==> config.mk <==
export PLATFORM = sky130hd
export DESIGN_NAME = byte_budget_layer_cache
export DESIGN_NICKNAME = d
export VERILOG_FILES = /design/src/bblc_pkg.sv /design/src/bblc_scan.sv /design/src/byte_budget_layer_cache.sv
export SDC_FILE = /design/constraint.sdc
export NUM_CORES = 2
export LEC_CHECK = 0
export BUFFER_PORTS_ARGS = -buffer_cell sky130_fd_sc_hd__buf_2
export CAP_MARGIN = 10
export CORE_ASPECT_RATIO = 1.25
export CORE_MARGIN = 4
export CORE_UTILIZATION = 50
export DETAILED_ROUTE_END_ITERATION = 8
export PLACE_DENSITY = 0.66
export SLEW_MARGIN = 20
export SYNTH_ARGS = -nofsm -noshare
export SYNTH_HDL_FRONTEND = slang
export SYNTH_SLANG_ARGS = --single-unit
==> constraint.sdc <==
create_clock -name clk -period 27.5 [get_ports clk]
set_clock_uncertainty 0.15 [all_clocks]
set_input_delay 1.375 -clock clk [delete_from_list [all_inputs] [get_ports clk]]
set_output_delay 1.375 -clock clk [all_outputs]
set_load 0.05 [all_outputs]
==> src/bblc_pkg.sv <==
package bblc_pkg;
  localparam int SLOTS = 16;
  localparam int SLOT_W = 4;
  localparam int MAX_SIDE = 4096;
  localparam int SIDE_W = 13;
  localparam int SIZE_W = 27;
  localparam int SEQ_W = 64;
  localparam int PAD_W = 12;
  localparam int TOT_W = 32;
  localparam int EV_W = 5;

  typedef enum logic [1:0] {
    OP_PUT = 2'd0,
    OP_PUT_CROP = 2'd1,
    OP_UPDATE = 2'd2,
    OP_GET = 2'd3
  } op_t;

  localparam logic [1:0] REG_BUDGET = 2'd0;
  localparam logic [1:0] REG_PINNED = 2'd1;
  localparam logic [31:0] BUDGET_RESET = 32'd67108864;

  // request that starts one walk of the shared compare unit
  typedef struct packed {
    logic             start;
    logic [SLOTS-1:0] cand;
  } scan_req_t;

  typedef struct packed {
    logic              done;
    logic              found;
    logic [SLOT_W-1:0] best;
  } scan_rsp_t;
endpackage

==> src/bblc_scan.sv <==
module bblc_scan
  import bblc_pkg::*;
(
  input  logic                       clk,
  input  logic                       rst_n,
  input  scan_req_t                  req,
  input  logic [SLOTS-1:0][SEQ_W-1:0] seqs,
  output scan_rsp_t                  rsp
);
  // walks the candidates one slot a cycle with a single 64-bit compare
  logic              busy_r;
  logic [SLOT_W-1:0] idx_r;
  logic              found_r;
  logic [SLOT_W-1:0] best_r;
  logic [SEQ_W-1:0]  best_seq_r;
  logic              done_r;
  logic              take;

  assign take = req.cand[idx_r] && (!found_r || seqs[idx_r] < best_seq_r);

  always_ff @(posedge clk) begin
    if (!rst_n) begin
      busy_r <= 1'b0;
      done_r <= 1'b0;
      idx_r <= '0;
      found_r <= 1'b0;
    end else begin
      done_r <= 1'b0;
      if (req.start) begin
        busy_r <= 1'b1;
        idx_r <= '0;
        found_r <= 1'b0;
      end else if (busy_r) begin
        if (take) begin
          found_r <= 1'b1;
          best_r <= idx_r;
          best_seq_r <= seqs[idx_r];
        end
        if (idx_r == SLOT_W'(SLOTS - 1)) begin
          busy_r <= 1'b0;
          done_r <= 1'b1;
        end
        idx_r <= idx_r + 1'b1;
      end
    end
  end

  assign rsp.done = done_r;
  assign rsp.found = found_r;
  assign rsp.best = best_r;

  a_done_after_busy: assert property (@(posedge clk) disable iff (!rst_n)
    rsp.done |-> $past(busy_r)) else $error("scan done without walk");
  a_found_cand: assert property (@(posedge clk) disable iff (!rst_n)
    (busy_r && !req.start && take) |=> found_r) else $error("best lost");
  a_no_restart: assert property (@(posedge clk) disable iff (!rst_n)
    rsp.done |-> !busy_r) else $error("scan busy after done");
endmodule

==> src/byte_budget_layer_cache.sv <==
// channel | direction | handshake            | payload
// in_     | input     | in_valid / in_ready  | op, layer, sizes, padding, seq_no
// out_    | output    | out_valid/out_ready  | accepted, present, stored_*, total_used, evicted
// cfg_    | input     | apb psel/penable     | byte_budget @0x0, pinned_layers @0x4
// gets, updates and puts rejected on their sides go from the multiply state straight to the output state
// a put over budget leaves from the check state, a put that fits without eviction passes wait and commit
// each eviction passes the wait state and a walk over all slots through the shared sequence compare;
// a put evicts at most 15 slots, and a walk that finds no candidate rejects the put
// in_ready is low from acceptance until the result is taken at out_
// synchronous active-low reset empties all slots and restores the registers
module byte_budget_layer_cache
  import bblc_pkg::*;
(
  input  logic              clk,
  input  logic              rst_n,
  input  logic              in_valid,
  output logic              in_ready,
  input  logic [1:0]        in_op,
  input  logic [3:0]        in_layer,
  input  logic [12:0]       in_width,
  input  logic [12:0]       in_height,
  input  logic [12:0]       in_canvas_width,
  input  logic [12:0]       in_canvas_height,
  input  logic [11:0]       in_padding,
  input  logic [63:0]       in_seq_no,
  output logic              out_valid,
  input  logic              out_ready,
  output logic              out_accepted,
  output logic              out_present,
  output logic [26:0]       out_stored_bytes,
  output logic [12:0]       out_stored_width,
  output logic [12:0]       out_stored_height,
  output logic [11:0]       out_stored_padding,
  output logic [63:0]       out_stored_seq,
  output logic [31:0]       out_total_used,
  output logic [4:0]        out_evicted,
  input  logic              cfg_psel,
  input  logic              cfg_penable,
  input  logic              cfg_pwrite,
  input  logic [2:0]        cfg_paddr,
  input  logic [31:0]       cfg_pwdata,
  output logic [31:0]       cfg_prdata,
  output logic              cfg_pready
);
  typedef enum logic [2:0] {
    S_IDLE, S_MUL, S_CHECK, S_SCAN, S_WAIT, S_COMMIT, S_OUT
  } state_t;

  state_t            state_r;
  logic [31:0]       budget_r;
  logic [15:0]       pinned_r;
  logic [SLOTS-1:0]  valid_r;
  logic [SLOTS-1:0][SIZE_W-1:0] size_r;
  logic [SLOTS-1:0][SEQ_W-1:0]  seq_r;
  logic [SLOTS-1:0][SIDE_W-1:0] wid_r;
  logic [SLOTS-1:0][SIDE_W-1:0] hgt_r;
  logic [SLOTS-1:0][PAD_W-1:0]  pad_r;
  logic [TOT_W-1:0]  used_r;

  op_t               op_r;
  logic [SLOT_W-1:0] lay_r;
  logic [SIDE_W-1:0] w_r, h_r, cw_r, ch_r;
  logic [PAD_W-1:0]  pd_r;
  logic [SEQ_W-1:0]  cs_r;
  logic [SIZE_W-1:0] need_r;
  logic [33:0]       retained_r;
  logic [33:0]       limit_r;
  logic [SLOTS-1:0]  chosen_r;
  logic [EV_W-1:0]   ev_r;
  logic              ok_r;
  logic              out_valid_r;

  scan_req_t sreq;
  scan_rsp_t srsp;
  logic [SLOTS-1:0] cand;
  logic good, crop_ok, fits;
  logic [SIZE_W-1:0] existing;

  always_comb begin
    for (int i = 0; i < SLOTS; i++)
      cand[i] = valid_r[i] && (SLOT_W'(i) != lay_r) && !pinned_r[i] && !chosen_r[i];
  end

  assign crop_ok = w_r != 0 && h_r != 0 && cw_r != 0 && ch_r != 0 && w_r <= cw_r
                   && h_r <= ch_r;
  assign good = w_r != 0 && h_r != 0 && w_r <= SIDE_W'(MAX_SIDE)
                && h_r <= SIDE_W'(MAX_SIDE) && (op_r != OP_PUT_CROP || crop_ok);
  assign existing = valid_r[lay_r] ? size_r[lay_r] : '0;
  // retained shrinks by each chosen slot, limit is the room left beside the new bitmap
  assign fits = retained_r <= limit_r;

  // one start pulse per walk, on the way into the scan state
  assign sreq.start = (state_r == S_WAIT) && !fits;
  assign sreq.cand = cand;

  bblc_scan u_scan (.clk(clk), .rst_n(rst_n), .req(sreq), .seqs(seq_r), .rsp(srsp));

  always_ff @(posedge clk) begin
    if (!rst_n) begin
      state_r <= S_IDLE;
      budget_r <= BUDGET_RESET;
      pinned_r <= '0;
      valid_r <= '0;
      used_r <= '0;
      ev_r <= '0;
      ok_r <= 1'b0;
      out_valid_r <= 1'b0;
    end else begin
      if (cfg_psel && cfg_penable && cfg_pwrite) begin
        case (cfg_paddr[2:2])
          REG_BUDGET[0:0]: budget_r <= cfg_pwdata;
          REG_PINNED[0:0]: pinned_r <= cfg_pwdata[15:0];
          default: ;
        endcase
      end
      case (state_r)
        S_IDLE: begin
          if (in_valid) begin
            op_r <= op_t'(in_op);
            lay_r <= in_layer;
            w_r <= in_width;
            h_r <= in_height;
            cw_r <= in_canvas_width;
            ch_r <= in_canvas_height;
            pd_r <= in_padding;
            cs_r <= in_seq_no;
            chosen_r <= '0;
            ev_r <= '0;
            ok_r <= 1'b0;
            state_r <= S_MUL;
          end
        end
        S_MUL: begin
          // sides are at most MAX_SIDE here when they matter
          need_r <= (SIZE_W'(w_r) * SIZE_W'(h_r)) << 2;
          retained_r <= (used_r >= TOT_W'(existing)) ?
                        34'(used_r - TOT_W'(existing)) : '0;
          if (op_r == OP_GET) begin
            ok_r <= valid_r[lay_r];
            state_r <= S_OUT;
          end else if (op_r == OP_UPDATE) begin
            if (crop_ok && valid_r[lay_r] && wid_r[lay_r] == w_r
                && hgt_r[lay_r] == h_r && pad_r[lay_r] == pd_r) begin
              seq_r[lay_r] <= cs_r;
              ok_r <= 1'b1;
            end
            state_r <= S_OUT;
          end else if (good) begin
            state_r <= S_CHECK;
          end else begin
            state_r <= S_OUT;
          end
        end
        S_CHECK: begin
          if (32'(need_r) > budget_r) state_r <= S_OUT;
          else begin
            limit_r <= 34'(budget_r - 32'(need_r));
            state_r <= S_WAIT;
          end
        end
        S_WAIT: begin
          if (fits) state_r <= S_COMMIT;
          else state_r <= S_SCAN;
        end
        S_SCAN: begin
          if (srsp.done) begin
            if (srsp.found) begin
              chosen_r[srsp.best] <= 1'b1;
              retained_r <= retained_r - 34'(size_r[srsp.best]);
              ev_r <= ev_r + 1'b1;
              state_r <= S_WAIT;
            end else begin
              ev_r <= '0;
              state_r <= S_OUT;
            end
          end
        end
        S_COMMIT: begin
          valid_r <= (valid_r & ~chosen_r) | (SLOTS'(1) << lay_r);
          used_r <= TOT_W'(retained_r) + TOT_W'(need_r);
          size_r[lay_r] <= need_r;
          wid_r[lay_r] <= w_r;
          hgt_r[lay_r] <= h_r;
          pad_r[lay_r] <= (op_r == OP_PUT_CROP) ? pd_r : '0;
          seq_r[lay_r] <= cs_r;
          ok_r <= 1'b1;
          state_r <= S_OUT;
        end
        S_OUT: begin
          if (!out_valid_r) out_valid_r <= 1'b1;
          else if (out_ready) begin
            out_valid_r <= 1'b0;
            state_r <= S_IDLE;
          end
        end
        default: ;
      endcase
    end
  end

  assign in_ready = (state_r == S_IDLE);
  assign out_valid = out_valid_r;
  assign out_accepted = ok_r;
  assign out_present = valid_r[lay_r];
  assign out_stored_bytes = valid_r[lay_r] ? size_r[lay_r] : '0;
  assign out_stored_width = valid_r[lay_r] ? wid_r[lay_r] : '0;
  assign out_stored_height = valid_r[lay_r] ? hgt_r[lay_r] : '0;
  assign out_stored_padding = valid_r[lay_r] ? pad_r[lay_r] : '0;
  assign out_stored_seq = valid_r[lay_r] ? seq_r[lay_r] : '0;
  assign out_total_used = used_r;
  assign out_evicted = ok_r ? ev_r : '0;
  assign cfg_pready = 1'b1;
  assign cfg_prdata = (cfg_paddr[2:2] == REG_PINNED[0:0]) ? {16'd0, pinned_r} : budget_r;

  a_out_only_in_out: assert property (@(posedge clk) disable iff (!rst_n)
    out_valid |-> state_r == S_OUT) else $error("result outside output state");
  a_no_ready_busy: assert property (@(posedge clk) disable iff (!rst_n)
    out_valid |-> !in_ready) else $error("ready while result pending");
  a_commit_fits: assert property (@(posedge clk) disable iff (!rst_n)
    state_r == S_COMMIT |-> fits) else $error("commit without room");
  a_ev_bound: assert property (@(posedge clk) disable iff (!rst_n)
    ev_r <= EV_W'(SLOTS)) else $error("eviction count overrun");
endmodule
# Word level (Yosys, flattened, before mapping)
# Index checks and enable logic that the tools add are counted.
# op_classes
add_sub_neg,6
mul,1
order_cmp,13
n_eq_ne,39
shift,1
muxes,79
bitwise,9
n_reduce_logical,129
# op_table
op,count
1024-bit two-way mux,3
1024-bit one-hot mux with 2 select lines,1
1024-bit bitwise mux,1
64-bit binary-select mux with 4-bit select,2
432-bit bitwise mux,1
208-bit bitwise mux,2
64-bit demux with 4-bit select,1
64-bit two-way mux,4
27-bit binary-select mux with 4-bit select,2
192-bit bitwise mux,1
27-bit demux with 4-bit select,1
27-bit two-way mux,4
13-bit binary-select mux with 4-bit select,2
34-bit two-way mux,3
34-bit one-hot mux with 2 select lines,1
1-bit logical AND,66
32-bit by 27-bit subtractor with 33-bit output,2
13-bit two-way mux,5
64-bit < comparator,1
13-bit demux with 4-bit select,1
13-bit nonzero test,4
12-bit binary-select mux with 4-bit select,1
12-bit demux with 4-bit select,1
12-bit two-way mux,4
other kinds (57),163
# word_totals
ff_bits,2488
input_bits,176

# Depth between registers and ports, before layout
# logic_depth
word_depth,14
ltp_mapped,24
ltp_nobuf,23

# By module
# Synthesis repeated with hierarchy kept, for this count alone.
# hier_totals
hier_cells,6698
area_unflattened_um2,117202.4
# by_module_without_submodules
module,n_inst,cells_each,area_per_inst_um2,seq_area_each_um2
byte_budget_layer_cache,1,5972,105593.8,70407.5
bblc_scan,1,726,11608.6,2182.1

# Worst setup path before layout
# Ideal clock, no wire load.
# synth_path
path_kind,flip-flop to flip-flop
start,register u_scan.idx_r[0]
end,register u_scan.best_r[0] (enable)
arrival_time_ps,7941
slack_ps,18892
stages_incl_launch_ff,18
n_path_buf,4
period_less_slack_ps,8608
path_cell_list,dfxtp_1 clkbuf_1 clkbuf_1 buf_1 clkbuf_1 mux4_2 mux4_2 ha_1 a21o_1 a21o_1 a21oi_1 o21ai_0 a21o_1 a21oi_1 o31ai_1 o41ai_1 nand4_1 a21oi_1
# synth_between
elab_chain_cells,6
# synth_lines
item,line,text
"start, declared",bblc_scan.sv:12,logic [SLOT_W-1:0] idx_r;
"start signal, assigned",bblc_scan.sv:43,idx_r <= idx_r + 1'b1;
64-bit binary-select mux with 4-bit select,bblc_scan.sv:19,assign take = req.cand[idx_r] && (!found_r || seqs[idx_r] < best_seq_r);
64-bit two-way mux (not written as such),bblc_scan.sv:19,
64-bit < comparator,bblc_scan.sv:19,
1-bit logical OR,bblc_scan.sv:19,
1-bit logical AND *,bblc_scan.sv:19,
4-bit AND reduction (no source line) *,--,
"end signal, assigned",bblc_scan.sv:36,best_r <= idx_r;
"end, declared",bblc_scan.sv:14,logic [SLOT_W-1:0] best_r;
# Mark *: on every way between the ends. The rest lies on a longest branch, timed or not. The select of a mux whose other input is x is not followed.
# A chain may end at the register's enable or synchronous reset.

# Worst setup path in the final report
# layout_path
start,register lay_r[1]
end,register seq_r[726] (netlist bit) (enable)
# layout_between
elab_chain_cells,8
# layout_lines
item,line,text
"start, declared",byte_budget_layer_cache.sv:61,logic [SLOT_W-1:0] lay_r;
"start signal, assigned",byte_budget_layer_cache.sv:120,lay_r <= in_layer;
13-bit binary-select mux with 4-bit select or 1-bit binary-select mux with 4-bit select (tied branches),byte_budget_layer_cache.sv:142,if (crop_ok && valid_r[lay_r] && wid_r[lay_r] == w_r
13-bit two-way mux (not written as such) or 1-bit two-way mux (tied branches),byte_budget_layer_cache.sv:142,
13-bit == test or 1-bit logical AND (tied branches),byte_budget_layer_cache.sv:142,
1-bit logical AND,byte_budget_layer_cache.sv:142,
1-bit logical AND,byte_budget_layer_cache.sv:143,&& hgt_r[lay_r] == h_r && pad_r[lay_r] == pd_r) begin
1-bit logical AND *,byte_budget_layer_cache.sv:143,
2-bit != test (no source line) *,--,
5-bit AND reduction (no source line) *,--,
"end signal, assigned by index",byte_budget_layer_cache.sv:144,seq_r[lay_r] <= cs_r;
"end signal, assigned by index",byte_budget_layer_cache.sv:185,seq_r[lay_r] <= cs_r;
"end, declared",byte_budget_layer_cache.sv:54,logic [SLOTS-1:0][SEQ_W-1:0] seq_r;
# Marks and branches as above.

==> flow_summary.json <==
{
  "layout_setup_ws_ns": 18.49,
  "regArea_um2": 72600,
  "fin_tns_setup_ns": 0,
  "grt-ovfl-total": 0,
  "max_freq_mhz": 111,
  "htreeDepth": 4,
  "ys_async_sr_fraction_pct": 0,
  "cts_hold_buf": 0,
  "layoutNonFillerInstCount": 10400,
  "worstPathRequired_ns": 27.85,
  "slew_headroom_pct": 20.3,
  "cap_violations": 0,
  "status": "completed",
  "setup-violations-final": 0,
  "cts_tree": "done",
  "detail_route.vias_per_cell": 6.36,
  "placeableCoreArea_um2": 233000,
  "io-pin-count": 379,
  "fin_nets": 7691,
  "crit_fanout": 139,
  "post-route-period-util_pct": 32.8,
  "multi_input_area_um2": 41500,
  "layout-drive-gt1-share_pct": 28.2,
  "final-hold-violation-count": 0,
  "drv_slew": 0,
  "cts.reportedPaths.clkPinSlew_ns": 0.06,
  "core.rowCount": 198,
  "ant_nets": 0,
  "yosysUniqueCellTypes": 81,
  "yosysSeqAreaShare_pct": 62.1,
  "totalWireLength_mm": 319,
  "ys.flop_type": "edfxtp_1",
  "critical_path_arrival_ns": 9.36,
  "post_cts_buffers": 0,
  "cts_resized": 0,
  "area_growth_pct": 11.9,
  "tightest_slew_ns": 1.19,
  "yosysWarnings": 0,
  "gp_congestion": 0.875,
  "synth_largest_area_cell": "edfxtp_1",
  "worst-setup-path-type": "register to register",
  "drc": 0,
  "dieArea_um2": 242000,
  "via_count": 66100,
  "clockRootBuffer": "clkbuf_16",
  "synth-edff-count": 2342,
  "rsz0062_at_grt": "no",
  "grt_usage_pct": 26.3,
  "grt_pass1_wl_mm": 464,
  "dp.final_hpwl_mm": 191,
  "clk_latency_ns": 0.90,
  "cts_buffers": 242,
  "drt_iter0_drc": 7004,
  "first_global_vias": 67800,
  "p_leak_nw": 44.7,
  "io_buffers": 373,
  "dpl_worst_slack_ns": 18.54,
  "grt_max_degree": 140,
  "hp-class": "register to register",
  "antenna_found_initial": 20,
  "place_area_um2": 123000,
  "start_util_pct": 50.3,
  "synth-seq-cells": 2455,
  "netlist_area_um2": 117000,
  "die_x_um": 441,
  "placed_cells": 9955,
  "clock_path_buffers": 4,
  "drtPass1Iterations": 5,
  "peakVddDrop_v": 0.0000686,
  "power_density_nw_per_um2": 81.9,
  "wire_per_inst_um": 30.6,
  "synth_top_area_share_pct": 60.2,
  "min_period_ns": 9.01,
  "synth_area_leaders": "edfxtp_1 60%, mux4_2 20%, ha_1 3.1%",
  "start_kind": "register",
  "final_area_um2": 131000,
  "finalPower_mw": 10.7,
  "die_y_um": 549,
  "cp-end-kind": "register",
  "clock_sinks": 2455,
  "fillers": 17700,
  "synth_area_per_cell_um2": 17.5,
  "synthCells": 6685
}
layout by cell type, fill, tap and decap left out, types with 29 or more instances in the layout:
master and count:
clkbuf_16 245, mux4_2 1035, mux2i_1 73, o22ai_1 32, a211oi_1 59, clkinv_2 59
a21o_1 58, nand2_1 389, ha_1 293, fa_1 122, edfxtp_1 2342, dfxtp_1 109
buf_2 373, nand2b_1 31, o21ai_0 104, inv_1 411, clkbuf_1 29, a21oi_1 231
nor3_1 33, and2_1 179, xor2_1 51, nand4_1 36, nor2b_1 78, xnor2_1 99
nor2_1 174, nand3_1 44, clkinv_1 43, buf_4 151
final timing paths:
check	from	to	slack (ns)	cells after the start
max	lay_r[1]	seq_r[726]	18.49	15
min reg2reg	budget_r[2]	budget_r[2]	0.31	2
min	budget_r[2]	budget_r[2]	0.31	2
max reg2reg	lay_r[1]	seq_r[726]	18.49	15
power breakdown:
part	internal, mW	switching [mW]
combinational	1.15	1.65
sequential	4.40	0.177
clock	1.91	1.43
stage by stage:
stage | hold WS (ns) | util [%]
6_report | 0.307 | 56.2
5_1_grt | 0.328 | 56.2
4_1_cts | 0.311 | 56.2
3_5_place_dp | 0.302 | 52.8
3_3_place_gp | 0.297 | 52.8
2_1_floorplan | 0.256 | -
routing by layer:
| metal | wire (um) | GRT usage, % | vias up |
|---|---|---|---|
| met2 | 156000 | 43.1 | 2969 |
| met1 | 126000 | 36.7 | 35100 |
| li1 | - | - | 27600 |
| met5 | 13 | 0 | - |
| met4 | 10600 | 8.00 | 2 |
| met3 | 26400 | 4.02 | 527 |
synthesized netlist by cell type (all sizes together), types with 73 or more instances:
cell    number
nand2      389
mux4      1035
mux2i       73
ha         293
edfxtp    2342
and2       180
nor2b       79
xnor2       99
clkbuf     235
nor2       202
dfxtp      113
fa         122
buf        133
o21ai      109
a21oi      235
inv        412
critical path, stage by stage (launching register included):
cell,delay [ns]
edfxtp_1,0.74
buf_4,0.88
buf_4,0.82
buf_12,0.74
mux2i_1,0.69
o22ai_1,0.21
a221oi_2,0.20
o2111ai_1,0.23
nor4_1,0.22
a21oi_1,0.16
nor4_1,0.31
nand3_1,0.51
o21a_1,0.40
buf_4,0.24
nor2_4,0.89
buf_4,0.93
layout make-up:
cell class	instances	share of cell area, %
antenna	5	0.00957
timing repair buffer	538	2.52
sequential	2455	55.5
multi-input combinational	3449	31.7
clock buffer	285	4.87
clock inverter	158	1.20
tap	3100	2.97
inverter	414	1.19
kinds of logic after synthesis:
kind of cell    synth area share, %
mux                            20.8
flops                          62.1
fa+ha+maj                      5.22
other cells                 0.00642
simple gates                   4.60
xor+xnor                       1.12
compound gates                 3.52
buf+inv                        2.63
state kept, by name, indices dropped and copies added, names as in the netlist, 5 cells and up:
signal / flops
need_r: 25
limit_r: 33
size_r: 400
ch_r: 13
chosen_r: 16
cw_r: 13
seq_r: 1024
w_r: 13
retained_r: 34
pinned_r: 16
valid_r: 16
hgt_r: 208
budget_r: 32
out_total_used: 32
pad_r: 192
wid_r: 208
cs_r: 64
pd_r: 12
h_r: 13
ev_r: 5
u_scan.best_seq_r: 64
(Power assumes the default switching activity.)
